## config.mk

```make
export PLATFORM = sky130hd
export DESIGN_NAME = long_message_reassembler_unit
export DESIGN_NICKNAME = d
export VERILOG_FILES = /design/src/rtl/lmr_pkg.sv /design/src/rtl/long_message_reassembler_unit.sv /design/src/rtl/lmr_front.sv /design/src/rtl/lmr_queue.sv /design/src/rtl/lmr_back.sv
export SDC_FILE = /design/constraint.sdc
export NUM_CORES = 1
export LEC_CHECK = 0
export BUFFER_PORTS_ARGS = -buffer_cell sky130_fd_sc_hd__buf_2
export CELL_PAD_IN_SITES_DETAIL_PLACEMENT = 1
export CELL_PAD_IN_SITES_GLOBAL_PLACEMENT = 1
export CORE_MARGIN = 4
export CORE_UTILIZATION = 40
export DETAILED_ROUTE_END_ITERATION = 8
export PLACE_DENSITY_LB_ADDON = 0.2
export SLEW_MARGIN = 20
export SYNTH_ARGS = -nofsm -noshare
export SYNTH_HDL_FRONTEND = slang
export SYNTH_SLANG_ARGS = --single-unit
```

## constraint.sdc

```tcl
create_clock -name clk -period 4.55 [get_ports clk]
set_input_delay 0.91 -clock clk [delete_from_list [all_inputs] [get_ports clk]]
set_output_delay 0.91 -clock clk [all_outputs]
set_load 0.02 [all_outputs]
```

## src/rtl/lmr_pkg.sv

```systemverilog
`timescale 1ns / 1ps

package lmr_pkg;

    localparam int BYTES_PER_FRAME = 5;

    localparam logic [1:0] CFG_TIMEOUT_TICKS    = 2'd0;
    localparam logic [1:0] CFG_CHUNK_LENGTH     = 2'd1;
    localparam logic [1:0] CFG_SUBSCRIBED_IDS   = 2'd2;
    localparam logic [1:0] CFG_SUBSCRIBED_COUNT = 2'd3;

    localparam logic [15:0] TIMEOUT_TICKS_RESET = 16'd5000;
    localparam logic [15:0] CHUNK_LENGTH_RESET  = 16'd64;

    localparam logic [2:0] EV_NONE     = 3'd0;
    localparam logic [2:0] EV_COMPLETE = 3'd1;
    localparam logic [2:0] EV_CHUNK    = 3'd2;
    localparam logic [2:0] EV_SEQ_ERR  = 3'd3;
    localparam logic [2:0] EV_TIMEOUT  = 3'd4;

    typedef struct packed {
        logic       command;
        logic [7:0] channel_id;
        logic [7:0] sequence_req;
        logic [7:0] payload_0;
        logic [7:0] payload_1;
        logic [7:0] payload_2;
        logic [7:0] payload_3;
        logic [7:0] payload_4;
    } frame_t;

    typedef struct packed {
        logic        has_byte;
        logic [7:0]  data_byte;
        logic [2:0]  event_res;
        logic [15:0] chunk_count;
        logic [7:0]  event_stream;
        logic        last;
    } result_t;

    typedef enum logic [1:0] {
        KIND_DATA,
        KIND_SEQ_ERR,
        KIND_TIMEOUT
    } cmd_kind_t;

    // one classified frame or tick handed from front to back
    typedef struct packed {
        cmd_kind_t                       kind;
        logic [7:0]                      stream;
        logic [2:0]                      nbytes;
        logic                            complete;
        logic [BYTES_PER_FRAME-1:0][7:0] data;
    } cmd_t;

endpackage

```

## src/rtl/long_message_reassembler_unit.sv

```systemverilog
`timescale 1ns / 1ps
// Channel  Direction  Handshake                       Payload
// frame    in         frame_valid / frame_stall       lmr_pkg::frame_t
// result   out        result_valid / result_stall     lmr_pkg::result_t
// config   in         cfg_wr_en (no wait)             cfg_index, cfg_data
// A data frame yields 1 to 5 result beats, one beat per cycle while result_stall is low.
// Headers, ignored frames and plain ticks give no beat.
// Sequence error and timeout each give one event-only beat.
// Reset: registers return to their defaults, no reception open, queue empty.
// result_stall holds the output register; frame_stall rises when the queue is full.

module long_message_reassembler_unit #(
    parameter int MAX_STREAMS = 8,
    parameter int QUEUE_DEPTH = 4
) (
    input  logic              clk,
    input  logic              rst_n,
    input  logic              frame_valid,
    input  lmr_pkg::frame_t   frame,
    output logic              frame_stall,
    output logic              result_valid,
    output lmr_pkg::result_t  result,
    input  logic              result_stall,
    input  logic              cfg_wr_en,
    input  logic [1:0]        cfg_index,
    input  logic [63:0]       cfg_data
);
    import lmr_pkg::*;

    logic [15:0]              timeout_ticks_reg;
    logic [15:0]              chunk_length_reg;
    logic [MAX_STREAMS*8-1:0] sub_ids_reg;
    logic [3:0]               sub_count_reg;

    logic push, full, head_valid, pop;
    cmd_t push_cmd, head;

    always_ff @(posedge clk or negedge rst_n)
    begin
        if (!rst_n)
        begin
            timeout_ticks_reg <= TIMEOUT_TICKS_RESET;
            chunk_length_reg  <= CHUNK_LENGTH_RESET;
            sub_ids_reg       <= '0;
            sub_count_reg     <= '0;
        end
        else if (cfg_wr_en)
        begin
            case (cfg_index)
                CFG_TIMEOUT_TICKS:    timeout_ticks_reg <= cfg_data[15:0];
                CFG_CHUNK_LENGTH:     chunk_length_reg  <= cfg_data[15:0];
                CFG_SUBSCRIBED_IDS:   sub_ids_reg       <= cfg_data[MAX_STREAMS*8-1:0];
                CFG_SUBSCRIBED_COUNT: sub_count_reg     <= cfg_data[3:0];
                default:              sub_count_reg     <= sub_count_reg;
            endcase
        end
    end

    lmr_front #(
        .MAX_STREAMS (MAX_STREAMS)
    ) u_front (
        .clk           (clk),
        .rst_n         (rst_n),
        .frame_valid   (frame_valid),
        .frame         (frame),
        .frame_stall   (frame_stall),
        .timeout_ticks (timeout_ticks_reg),
        .sub_ids       (sub_ids_reg),
        .sub_count     (sub_count_reg),
        .push          (push),
        .cmd           (push_cmd),
        .full          (full)
    );

    lmr_queue #(
        .DEPTH (QUEUE_DEPTH)
    ) u_queue (
        .clk      (clk),
        .rst_n    (rst_n),
        .wr_en    (push),
        .wr_data  (push_cmd),
        .full     (full),
        .rd_valid (head_valid),
        .rd_data  (head),
        .rd_en    (pop)
    );

    lmr_back u_back (
        .clk          (clk),
        .rst_n        (rst_n),
        .head_valid   (head_valid),
        .head         (head),
        .pop          (pop),
        .chunk_length (chunk_length_reg),
        .result_valid (result_valid),
        .result       (result),
        .result_stall (result_stall)
    );

endmodule

```

## src/rtl/lmr_front.sv

```systemverilog
`timescale 1ns / 1ps

module lmr_front #(
    parameter int MAX_STREAMS = 8
) (
    input  logic                       clk,
    input  logic                       rst_n,
    input  logic                       frame_valid,
    input  lmr_pkg::frame_t            frame,
    output logic                       frame_stall,
    input  logic [15:0]                timeout_ticks,
    input  logic [MAX_STREAMS*8-1:0]   sub_ids,
    input  logic [3:0]                 sub_count,
    output logic                       push,
    output lmr_pkg::cmd_t              cmd,
    input  logic                       full
);
    import lmr_pkg::*;

    logic        receiving_reg, receiving_next;
    logic [7:0]  active_stream_reg, active_stream_next;
    logic [7:0]  expected_seq_reg, expected_seq_next;
    logic [15:0] remaining_reg, remaining_next;
    logic        zero_len_reg, zero_len_next;
    logic [15:0] idle_ticks_reg, idle_ticks_next;

    logic accept;
    logic hit;

    assign frame_stall = full;
    assign accept      = frame_valid && !full;

    always_comb
    begin
        hit = 1'b0;
        for (int k = 0; k < MAX_STREAMS; k++)
        begin
            if ((4'(k) < sub_count) && (sub_ids[8*k +: 8] == frame.channel_id))
                hit = 1'b1;
        end
    end

    always_comb
    begin
        receiving_next     = receiving_reg;
        active_stream_next = active_stream_reg;
        expected_seq_next  = expected_seq_reg;
        remaining_next     = remaining_reg;
        zero_len_next      = zero_len_reg;
        idle_ticks_next    = idle_ticks_reg;
        push               = 1'b0;
        cmd.kind           = KIND_DATA;
        cmd.stream         = active_stream_reg;
        cmd.nbytes         = 3'(BYTES_PER_FRAME);
        cmd.complete       = 1'b0;
        cmd.data           = {frame.payload_4, frame.payload_3, frame.payload_2,
                              frame.payload_1, frame.payload_0};
        if (accept)
        begin
            if (frame.command)
            begin
                if (idle_ticks_reg != 16'hFFFF)
                    idle_ticks_next = idle_ticks_reg + 16'd1;
                if (receiving_reg && (idle_ticks_next >= timeout_ticks))
                begin
                    push           = 1'b1;
                    cmd.kind       = KIND_TIMEOUT;
                    receiving_next = 1'b0;
                end
            end
            else
            begin
                idle_ticks_next = '0;
                if (!receiving_reg)
                begin
                    if ((frame.sequence_req == 8'd0) && hit)
                    begin
                        receiving_next     = 1'b1;
                        active_stream_next = frame.channel_id;
                        remaining_next     = {frame.payload_0, frame.payload_1};
                        zero_len_next      = ({frame.payload_0, frame.payload_1} == 16'd0);
                        expected_seq_next  = 8'd1;
                    end
                end
                else if (frame.channel_id == active_stream_reg)
                begin
                    push = 1'b1;
                    if (frame.sequence_req == expected_seq_reg)
                    begin
                        cmd.kind          = KIND_DATA;
                        expected_seq_next = expected_seq_reg + 8'd1;
                        if (zero_len_reg)
                        begin
                            cmd.nbytes   = 3'd1;
                            cmd.complete = 1'b1;
                        end
                        else if (remaining_reg <= 16'(BYTES_PER_FRAME))
                        begin
                            cmd.nbytes     = remaining_reg[2:0];
                            cmd.complete   = 1'b1;
                            receiving_next = 1'b0;
                        end
                        else
                        begin
                            remaining_next = remaining_reg - 16'(BYTES_PER_FRAME);
                        end
                    end
                    else
                    begin
                        cmd.kind       = KIND_SEQ_ERR;
                        receiving_next = 1'b0;
                    end
                end
            end
        end
    end

    always_ff @(posedge clk or negedge rst_n)
    begin
        if (!rst_n)
        begin
            receiving_reg     <= 1'b0;
            active_stream_reg <= '0;
            expected_seq_reg  <= '0;
            remaining_reg     <= '0;
            zero_len_reg      <= 1'b0;
            idle_ticks_reg    <= '0;
        end
        else
        begin
            receiving_reg     <= receiving_next;
            active_stream_reg <= active_stream_next;
            expected_seq_reg  <= expected_seq_next;
            remaining_reg     <= remaining_next;
            zero_len_reg      <= zero_len_next;
            idle_ticks_reg    <= idle_ticks_next;
        end
    end

endmodule

```

## src/rtl/lmr_queue.sv

```systemverilog
`timescale 1ns / 1ps

module lmr_queue #(
    parameter int DEPTH = 4
) (
    input  logic          clk,
    input  logic          rst_n,
    input  logic          wr_en,
    input  lmr_pkg::cmd_t wr_data,
    output logic          full,
    output logic          rd_valid,
    output lmr_pkg::cmd_t rd_data,
    input  logic          rd_en
);
    import lmr_pkg::*;

    localparam int PW = (DEPTH > 1) ? $clog2(DEPTH) : 1;
    localparam int CW = $clog2(DEPTH + 1);
    localparam logic [PW-1:0] LAST_PTR = PW'(DEPTH - 1);

    cmd_t mem [DEPTH];

    logic [PW-1:0] wr_ptr_reg, wr_ptr_next;
    logic [PW-1:0] rd_ptr_reg, rd_ptr_next;
    logic [CW-1:0] count_reg, count_next;
    logic          do_wr, do_rd;

    assign full     = (count_reg == CW'(DEPTH));
    assign rd_valid = (count_reg != '0);
    assign rd_data  = mem[rd_ptr_reg];
    assign do_wr    = wr_en && !full;
    assign do_rd    = rd_en && rd_valid;

    always_comb
    begin
        wr_ptr_next = wr_ptr_reg;
        rd_ptr_next = rd_ptr_reg;
        count_next  = count_reg;
        if (do_wr)
            wr_ptr_next = (wr_ptr_reg == LAST_PTR) ? '0 : wr_ptr_reg + PW'(1);
        if (do_rd)
            rd_ptr_next = (rd_ptr_reg == LAST_PTR) ? '0 : rd_ptr_reg + PW'(1);
        if (do_wr && !do_rd)
            count_next = count_reg + CW'(1);
        else if (do_rd && !do_wr)
            count_next = count_reg - CW'(1);
    end

    always_ff @(posedge clk)
    begin
        if (do_wr)
            mem[wr_ptr_reg] <= wr_data;
    end

    always_ff @(posedge clk or negedge rst_n)
    begin
        if (!rst_n)
        begin
            wr_ptr_reg <= '0;
            rd_ptr_reg <= '0;
            count_reg  <= '0;
        end
        else
        begin
            wr_ptr_reg <= wr_ptr_next;
            rd_ptr_reg <= rd_ptr_next;
            count_reg  <= count_next;
        end
    end

    a_no_push_when_full: assert property (@(posedge clk) disable iff (!rst_n)
        full |-> !(wr_en && count_next > count_reg))
        else $error("queue overflow");

    a_count_bound: assert property (@(posedge clk) disable iff (!rst_n)
        count_reg <= CW'(DEPTH))
        else $error("queue count out of range");

    a_count_tracks: assert property (@(posedge clk) disable iff (!rst_n)
        (do_wr && !do_rd) |=> (count_reg == $past(count_reg) + CW'(1)))
        else $error("queue count not advanced on push");

endmodule

```

## src/rtl/lmr_back.sv

```systemverilog
`timescale 1ns / 1ps

module lmr_back (
    input  logic            clk,
    input  logic            rst_n,
    input  logic            head_valid,
    input  lmr_pkg::cmd_t   head,
    output logic            pop,
    input  logic [15:0]     chunk_length,
    output logic            result_valid,
    output lmr_pkg::result_t result,
    input  logic            result_stall
);
    import lmr_pkg::*;

    logic [2:0]  idx_reg, idx_next;
    logic [15:0] fill_reg, fill_next;
    logic        out_valid_reg, out_valid_next;
    result_t     out_reg, out_next;

    logic        load;
    logic        step_last;
    logic [15:0] cnt;
    logic [2:0]  ev;

    assign load = head_valid && (!out_valid_reg || !result_stall);
    assign pop  = load && step_last;

    always_comb
    begin
        cnt       = fill_reg + 16'd1;
        ev        = EV_NONE;
        step_last = 1'b1;
        idx_next  = idx_reg;
        fill_next = fill_reg;
        out_next  = '0;
        case (head.kind)
            KIND_DATA:
            begin
                step_last = (3'(idx_reg + 3'd1) == head.nbytes);
                if (step_last && head.complete)
                    ev = EV_COMPLETE;
                else if (cnt >= chunk_length)
                    ev = EV_CHUNK;
                fill_next          = (ev != EV_NONE) ? '0 : cnt;
                out_next.has_byte  = 1'b1;
                out_next.data_byte = head.data[idx_reg];
            end
            KIND_SEQ_ERR:
            begin
                ev        = EV_SEQ_ERR;
                cnt       = fill_reg;
                fill_next = '0;
            end
            KIND_TIMEOUT:
            begin
                ev        = EV_TIMEOUT;
                cnt       = fill_reg;
                fill_next = '0;
            end
            default:
            begin
                ev        = EV_NONE;
                fill_next = fill_reg;
            end
        endcase
        idx_next              = step_last ? '0 : idx_reg + 3'd1;
        out_next.event_res    = ev;
        out_next.chunk_count  = (ev != EV_NONE) ? cnt : '0;
        out_next.event_stream = (ev != EV_NONE) ? head.stream : '0;
        out_next.last         = step_last;

        out_valid_next = out_valid_reg;
        if (load)
            out_valid_next = 1'b1;
        else if (!result_stall)
            out_valid_next = 1'b0;
    end

    always_ff @(posedge clk or negedge rst_n)
    begin
        if (!rst_n)
        begin
            idx_reg       <= '0;
            fill_reg      <= '0;
            out_valid_reg <= 1'b0;
        end
        else
        begin
            out_valid_reg <= out_valid_next;
            if (load)
            begin
                idx_reg  <= idx_next;
                fill_reg <= fill_next;
            end
        end
    end

    always_ff @(posedge clk)
    begin
        if (load)
            out_reg <= out_next;
    end

    assign result_valid = out_valid_reg;
    assign result       = out_reg;

    a_idx_in_frame: assert property (@(posedge clk) disable iff (!rst_n)
        idx_reg < 3'(BYTES_PER_FRAME))
        else $error("byte index past frame");

    a_mid_frame_head: assert property (@(posedge clk) disable iff (!rst_n)
        (idx_reg != 3'd0) |-> (head_valid && head.kind == KIND_DATA))
        else $error("frame entry lost mid-stream");

    a_eventless_byte_last: assert property (@(posedge clk) disable iff (!rst_n)
        (result_valid && !result.has_byte) |-> result.last)
        else $error("event-only result not last");

endmodule

```

==> results.yml <==
outcome:
  status: "finished, final reports clean"
finish:
  fin_nets: 1784
  final_core_util: 0.476
  largest_register_ffs: 216
  drive_gt1_frac: 0.289
  area_growth_pct: 17.3
  n_antenna_cell: 0
synthesis:
  synth_nets: 1597
  synthAdderAreaFrac: 0.0306
  synthDominantCellAreaShare: 0.383
  yosys.area_share.simple: 0.0837
  synth.most_common_cell: "edfxtp_1"
  ys_types: 79
  synthTopCellsByCount: "edfxtp_1 (253), dfrtp_1 (171), mux2_2 (94), nand2_1 (91), xor2_1 (69)"
  netlist_area_sq_um: 19800
  ys_seq_area_frac: 0.606
  synth_warnings: 0
  synth_ff_type: "edfxtp_1"
  synth-edff-count: 253
  synth_top_cells_by_area: "edfxtp_1 (38%), dfrtp_1 (22%), mux4_2 (7.0%)"
  muxShareOfSynthArea: 0.126
  async_reset_ff_frac: 0.412
  yosys.area_share.xor_xnor: 0.0565
  synth-seq-cells: 430
  synth-compound-area-share: 0.0661
  post_synth.cell_area_avg_sq_um: 14.0
  syn_inst: 1421
  synth_top_family_by_area: "multiplexers"
  synth_top_area_cell: "edfxtp_1"
worst_setup_path:
  crit_required_ns: 5.06
  r2r_slack_ns: 0.13
  cpMaxStageDelayCell: "or4_1"
  worstSetupPathType: "reg -> reg"
  r2r-start: "u_front.idle_ticks_reg[7]$_DFFE_PN0P_"
  cpLargestDelayFamily: "simple AND/OR/NAND/NOR gates"
  cp-end-kind: "flip-flop"
  worstPathCellList: "and4_4 -> nand4_1 -> buf_4 -> buf_4 -> or4_1 -> xor2_1 -> nand2_1 -> ha_1 -> nand4_1 -> o31a_1 -> a2111oi_4 -> ha_2 -> inv_1 -> fa_1 -> xor2_1 -> nor2_1 -> xnor2_1"
  crit_buf_inv: 3
  slowest_delay_ns: 0.56
  worstRegToRegCells: 17
  crit_arrival_ns: 4.93
  path_max_fanout: 4
  worstSetupStartpointType: "flip-flop"
  reg2reg_to: "u_queue.count_reg[2]$_DFFE_PN0P_"
  crit_cells: 17
timing:
  slew_headroom: 0.331
  hold_viol_final: 0
  tightest_slew_ns: 0.995
  finalCritPeriodShare: 0.971
  max_clock_freq_ghz: 0.226
  skew_ns: 0.0211
  final-setup-viol-count: 0
  maxSlewViolCount: 0
  rsz0062_at_grt: "true"
  finalCriticalPeriod_ns: 4.42
  fin_ws_ns: 0.134
floorplan:
  num_io_pins: 167
  start_util: 0.405
  die_h_microns: 231
  dieArea_sq_um: 53200
  die_width_microns: 231
  core_sq_um: 49000
  row_count: 81
global_route:
  overflow: 0
  top_usage_layer: "met2"
  antenna_found_initial: 6
  first_global_vias: 13200
  grt_use_met1: 0.273
  grt_use_met3: 0.0387
  grt_start_max_net_pins: 87
  grt_pass1_wl_mm: 78.5
  use_met2: 0.295
  grt_usage: 0.188
clock_tree:
  clk_pin_slew_ns: 0.06
  max-clock-path-buffers: 3
  clock-root-buffer: "clkbuf_16"
  clkSinkCount: 430
  cts_buffers: 48
  tritoncts: "built"
  htree_levels: 2
  clk_latency_ns: 0.60
placed_design:
  place_congestion: 0.792
  dp_hpwl_mm: 34.5
  port_buffers: 166
  pre_cts_slack_ns: -0.0230
power_and_ir_drop:
  power_mw: 12.2
  ir_drop_uv: 274
  p_leak_nw: 9.33
  power.density_nw_per_um2: 522
routing:
  wl_per_cell_microns: 21.6
  drtAntennaViolNets: 0
  viasPerCell: 5.30
  drc: 0
  routed_wl_mm: 49.9
  first_pass_iters: 5
  first_iter_violations: 622
  num_vias: 12200
hold_path:
  hp-class: "in -> async"
flow_run:
  max_cap_viol_count: 0
## per-stage QoR
step / hold WS, ns / area, sq um / setup TNS [ns] / cells
finish: 0.373 / 23300 / 0 / 2310
global placement: 0.459 / 21500 / 0 / 2215
floorplan: 0.438 / 19900 / 0 / 1421
CTS: 0.396 / 23200 / 0 / 2304
detailed placement: 0.466 / 21500 / -0.0230 / 2215
global route: 0.405 / 23300 / -0.0673 / 2310
## routing by layer
metal | vias up | routed length [microns]
met5 | - | 62
met4 | 10 | 941
met3 | 73 | 2090
met2 | 231 | 23000
met1 | 6287 | 23800
li1 | 5640 | -
## what timing repair did
action | in CTS | in global routing
setup endpoints to repair | 1 | 240
gates resized for setup | 1 | 10
buffers inserted | 1 | 5
pin swaps | 0 | 5
hold buffers | 0 | 0
## worst max path at each step
stage	from	endpoint
finish	u_front.idle_ticks_reg[7]$_DFFE_PN0P_	u_queue.count_reg[2]$_DFFE_PN0P_
global route	u_front.idle_ticks_reg[7]$_DFFE_PN0P_	u_queue.count_reg[2]$_DFFE_PN0P_
CTS	u_front.idle_ticks_reg[1]$_DFFE_PN0P_	u_queue.count_reg[2]$_DFFE_PN0P_
detailed placement	u_front.idle_ticks_reg[7]$_DFFE_PN0P_	u_queue.count_reg[2]$_DFFE_PN0P_
global placement	u_front.idle_ticks_reg[7]$_DFFE_PN0P_	u_queue.count_reg[2]$_DFFE_PN0P_
floorplan	u_front.idle_ticks_reg[4]$_DFFE_PN0P_	u_queue.mem[0][0]$_DFFE_PP_
## power breakdown
group / switching (mW) / internal [mW]
clock: 1.63 / 2.47
combinational: 1.63 / 1.32
sequential: 0.435 / 4.67
## final cells by class
cell class	instances	area [sq um]
clock inverter	23	355
multi-input combinational	860	7250
inverter	65	244
sequential	430	12000
timing repair buffer	203	1240
fill	4934	25700
tap	664	831
clock buffer	65	1330
## layout by cell type (no fill, tap or decap), types with 26 or more instances in the layout
cell / count
mux2_2: 94
nand2_1: 91
clkbuf_16: 49
xor2_1: 69
a21oi_1: 31
o21ai_0: 61
inv_1: 63
buf_2: 165
edfxtp_1: 253
nor3_1: 26
xnor2_1: 59
nand3_1: 32
dfrtp_1: 169
nor2_1: 65
mux4_2: 62
ha_1: 46
## logic make-up (layout without fill, tap and decap cells)
group / count (synthesis) / after routing
xor+xnor: 128 / 128
buf+inv: 131 / 356
fa+ha+maj: 48 / 48
flops: 430 / 430
mux: 161 / 161
simple gates: 330 / 330
compound gates: 193 / 193
## worst reg2reg max path: stages, from the launching register on
cell and delay, ns:
dfrtp_1 0.38, and4_4 0.24, nand4_1 0.21, buf_4 0.20
buf_4 0.13, or4_1 0.56, xor2_1 0.18, nand2_1 0.10
ha_1 0.31, nand4_1 0.13, o31a_1 0.38, a2111oi_4 0.38
ha_2 0.26, inv_1 0.05, fa_1 0.37, xor2_1 0.17
nor2_1 0.14, xnor2_1 0.14
Power figures use the tool's default switching activity.
